**src/rtl/hta_pkg.sv**
```systemverilog
package hta_pkg;

   localparam int TABLE_DEPTH  = 256;
   localparam int DATA_WIDTH   = 32;
   localparam int HANDLE_SPACE = 256;
   localparam int HANDLE_LIMIT = (TABLE_DEPTH < HANDLE_SPACE) ? TABLE_DEPTH : HANDLE_SPACE;
   localparam int HANDLE_WIDTH = 8;
   localparam int WORD_WIDTH   = 32;
   localparam int COUNT_WIDTH  = 9;

   typedef logic [1:0]              req_kind_type;
   typedef logic [1:0]              status_type;
   typedef logic [HANDLE_WIDTH-1:0] handle_type;
   typedef logic [COUNT_WIDTH-1:0]  count_type;
   typedef logic [DATA_WIDTH-1:0]   data_type;
   typedef logic [WORD_WIDTH-1:0]   word_type;

   localparam req_kind_type REQ_ALLOC = 2'd0;
   localparam req_kind_type REQ_FREE  = 2'd1;
   localparam req_kind_type REQ_GET   = 2'd2;

   localparam status_type ST_OK      = 2'd0;
   localparam status_type ST_INVALID = 2'd1;
   localparam status_type ST_FULL    = 2'd2;

   localparam count_type LIMIT_COUNT = COUNT_WIDTH'(HANDLE_LIMIT);
   localparam count_type SPACE_COUNT = COUNT_WIDTH'(HANDLE_SPACE);

   typedef struct packed {
      logic       push;
      logic       pop;
      handle_type handle;
   } stack_op_type;

   typedef struct packed {
      logic       wr_en;
      handle_type wr_handle;
      data_type   wr_data;
      logic       clr_en;
      handle_type clr_handle;
      logic       rd_en;
      handle_type rd_handle;
   } table_op_type;

endpackage

```
**src/rtl/hta_free_stack.sv**
```systemverilog
module hta_free_stack (
   input  logic                  clock,
   input  logic                  reset,
   input  hta_pkg::stack_op_type op,
   output hta_pkg::handle_type   top,
   output hta_pkg::count_type    count
);
   import hta_pkg::*;

   // Top two entries live in flops; the RAM read runs one entry further down
   // so a pop can refill the second slot without waiting on the read.
   handle_type stack_mem [HANDLE_SPACE];
   count_type  count_ff, count_in;
   handle_type top_ff, top_in;
   handle_type second_ff, second_in;
   handle_type third_ff;
   handle_type rd_addr;

   always_comb begin
      count_in  = count_ff;
      top_in    = top_ff;
      second_in = second_ff;
      if (op.push) begin
         count_in  = count_ff + 1'b1;
         top_in    = op.handle;
         second_in = top_ff;
      end else if (op.pop) begin
         count_in  = count_ff - 1'b1;
         top_in    = second_ff;
         second_in = third_ff;
      end
      rd_addr = count_in[HANDLE_WIDTH-1:0] - HANDLE_WIDTH'(3);
   end

   always_ff @(posedge clock) begin
      if (reset) begin
         count_ff <= '0;
      end else begin
         count_ff <= count_in;
      end
   end

   always_ff @(posedge clock) begin
      top_ff    <= top_in;
      second_ff <= second_in;
   end

   always_ff @(posedge clock) begin
      if (op.push) begin
         stack_mem[count_ff[HANDLE_WIDTH-1:0]] <= op.handle;
      end
      third_ff <= stack_mem[rd_addr];
   end

   assign top   = top_ff;
   assign count = count_ff;

endmodule

```
**config.mk**
```make
export PLATFORM = sky130hd
export DESIGN_NAME = hta_free_stack
export DESIGN_NICKNAME = d
export VERILOG_FILES = /design/src/rtl/hta_pkg.sv /design/src/rtl/hta_free_stack.sv
export SDC_FILE = /design/constraint.sdc
export NUM_CORES = 2
export LEC_CHECK = 0
export BUFFER_PORTS_ARGS = -buffer_cell sky130_fd_sc_hd__buf_2
export CORE_MARGIN = 2
export CORE_UTILIZATION = 50
export CTS_CLUSTER_SIZE = 14
export DETAILED_ROUTE_END_ITERATION = 12
export PLACE_DENSITY = 0.76
export SLEW_MARGIN = 0
export SYNTH_ARGS = -nofsm -noshare
export SYNTH_HDL_FRONTEND = slang
export SYNTH_SLANG_ARGS = --single-unit
```
**constraint.sdc**
```tcl
create_clock -name clock -period 5.2 [get_ports clock]
set_input_delay 0.52 -clock clock [delete_from_list [all_inputs] [get_ports clock]]
set_output_delay 0.52 -clock clock [all_outputs]
set_load 0.02 [all_outputs]
```
==> flow_metrics.env <==
export IMPL_status="finished clean"
export IMPL_die_h_um=408
export IMPL_grt_util_all_layers_pct=24.0
export IMPL_wl_per_cell_um=31.0
export IMPL_startpoint_type="register"
export IMPL_grt_start_max_net_pins=188
export IMPL_io_buffer_count=28
export IMPL_finalCritPeriodShare_pct=95.8
export IMPL_antenna_found_initial=7
export IMPL_critical_path_class="reg -> reg"
export IMPL_grt_pass1_vias=41300
export IMPL_cts_buffer_depth=3
export IMPL_synth_area_leaders="edfxtp_1, mux4_2, nand2_1"
export IMPL_syn_num_nets=4034
export IMPL_fmax_mhz=201
export IMPL_yosysTopAreaCell="edfxtp_1"
export IMPL_clock_skew_ns=0.0393
export IMPL_synth_distinct_cells=79
export IMPL_gp_congestion=0.916
export IMPL_routed_wirelength_um=200000
export IMPL_die_w_um=408
export IMPL_rsz0062_at_grt="no"
export IMPL_power_density_nw_per_um2=432
export IMPL_slew_headroom_pct=14.9
export IMPL_core_area_um2=162000
export IMPL_ys_ff_latch=2081
export IMPL_tns_ns=0
export IMPL_cts_sinks=2081
export IMPL_insertion_delay_ns=0.84
export IMPL_rows=148
export IMPL_fin_nets=4120
export IMPL_synthesis_area_um2=81600
export IMPL_drive_gt1_share_pct=22.6
export IMPL_finalHoldViolCount=0
export IMPL_grt_overflow_total=0
export IMPL_holdWs_ns=0.257
export IMPL_vias=41600
export IMPL_ys_async_sr_fraction_pct=0
export IMPL_worst_ir_drop_vdd_mv=0.415
export IMPL_yosysTopAreaCellShare_pct=76.0
export IMPL_postRouteAntennaNets=0
export IMPL_synth_seq_area_share_pct=76.4
export IMPL_p_leak_uw=0.0282
export IMPL_synth_ff_type="edfxtp_1"
export IMPL_cts_root_buf="clkbuf_16"
export IMPL_worst_hold_path_type="in -> reg"
export IMPL_place_hpwl_um=116000
export IMPL_cts_reportedPaths_clkPinSlew_ns=0.06
export IMPL_viasPerCell=6.46
export IMPL_drv_slew=0
export IMPL_maxCapViolCount=0
export IMPL_setup_viol=0
export IMPL_period_needed_ns=4.98
export IMPL_required_ns=5.98
export IMPL_post_cts_buffers=0
export IMPL_start_util_pct=50.2
export IMPL_drcViolationCount=0
export IMPL_grt_first_pass_wirelength_um=291000
export IMPL_htree_levels=4
export IMPL_yosysWarnings=0
export IMPL_dieArea_um2=166000
export IMPL_synth_edff_count=2064
export IMPL_avgSynthCellArea_um2=20.3
export IMPL_firstDrtPassIters=7
export IMPL_crit_arrival_ns=5.76
export IMPL_area_growth_pct=11.5
export IMPL_cts_buffers=197
export IMPL_cp_end_kind="register"
export IMPL_path_max_fanout=49
export IMPL_cts_tree="built"
export IMPL_netlist_instances=4017
export IMPL_tightest_slew_ns=1.27
export IMPL_drt_initial_drc_count=6925
export IMPL_pin_count=29
## worst max-delay path, stage by stage (launching register included)
cell	delay, ns
dfxtp_1	0.51
ha_1	0.41
nand4_2	0.16
buf_4	0.27
o22ai_1	0.21
or2_0	0.63
xor2_4	0.57
buf_12	0.37
buf_12	0.28
nand2_1	0.10
a32oi_1	0.43
nand4_1	0.25
a32oi_1	0.43
and3_1	0.20
## kinds of logic (layout without fill, tap and decap cells)
logic type | Yosys count | count (layout) | share of synthesized area (%)
AO/OA/AOI/OAI | 218 | 218 | 2.10
AND/OR/NAND/NOR | 833 | 833 | 4.31
multiplexers | 618 | 618 | 15.4
other | 0 | 3 | 0
buffers and inverters | 252 | 504 | 1.59
XOR/XNOR | 10 | 10 | 0.140
flip-flops | 2081 | 2081 | 76.4
adder cells (fa/ha/maj) | 5 | 5 | 0.0767
## cells in the final DEF (no fill, tap or decap), types with 38 or more instances in the layout
cell       Yosys  layout
clkbuf_16      0     198
mux2i_1       83      83
edfxtp_1    2064    2064
nand2_1      346     346
nand3_1      119     115
clkinv_1       1      49
clkbuf_1     112      43
mux4_2       507     507
buf_4         51      73
a32oi_1       49      49
nor2_1       286     285
a31oi_1       38      38
## registers in the layout, indices dropped and copies added (netlist names)
register   count
third_ff       8
top            8
second_ff      8
stack_mem   2048
count          9
## final cells by class
class / count / area (um^2)
Fill cell: 11600 / 71400
Clock buffer: 245 / 5170
Sequential cell: 2081 / 62300
Tap cell: 2175 / 2720
Inverter: 9 / 33.8
Antenna cell: 3 / 7.51
Timing Repair Buffer: 130 / 1320
Multi-Input combinational cell: 1684 / 18100
Clock inverter: 120 / 1360
## Yosys cell counts, drive strengths merged, types with 17 or more instances
| cell | instances |
|---|---|
| mux2i | 83 |
| mux4 | 507 |
| a32oi | 49 |
| buf | 131 |
| mux2 | 28 |
| nand3 | 119 |
| o21ai | 18 |
| a21oi | 17 |
| nand2 | 349 |
| nor2 | 286 |
| dfxtp | 17 |
| edfxtp | 2064 |
| clkbuf | 112 |
| a31oi | 38 |
| nor3 | 20 |
## layer usage
layer / global-route usage (%) / vias to the layer above / routed length [um]
li1: - / 16700 / -
met1: 32.5 / 21700 / 73500
met2: 37.8 / 2752 / 96400
met3: 5.86 / 468 / 22000
met4: 9.28 / 8 / 8050
met5: 0 / - / 52
## path summary, 6_finish.rpt
path / depth (start not counted) / slack (ns) / start / end
min: 1 / 0.26 / op[7] / stack_mem[187][7]
max reg2reg: 13 / 0.22 / count[1] / third_ff[3]
min reg2reg: 1 / 0.54 / third_ff[0] / second_ff[0]
max: 13 / 0.22 / count[1] / third_ff[3]
## power by group
group          internal, uW  switching [uW]  total [uW]  leakage (uW)
clock                  8370            6190       14600       0.00318
sequential            18600            80.4       18600        0.0187
combinational          2260            3860        6120       0.00630
total                 29200           10100       39300        0.0282
## per-stage QoR
stage | instances | total power, uW | area (um^2) | setup slack [ns] | util, %
floorplan | 4017 | 22700 | 81600 | 1.18 | -
global placement | 6077 | 24900 | 84500 | 0.284 | 52.0
detailed placement | 6077 | 25000 | 84500 | 0.187 | 52.0
CTS | 6444 | 39300 | 91000 | 0.262 | 56.0
global route | 6444 | 40200 | 91000 | 0.0222 | 56.0
finish | 6447 | 39300 | 91000 | 0.220 | 56.0
## what timing repair did
action                                 CTS  global route
endpoints found under the hold margin   19             0
resized for setup                        0             0
hold buffers                             2             0
setup endpoints to repair                0             0
Note: power is estimated with default switching activity, not from simulation.
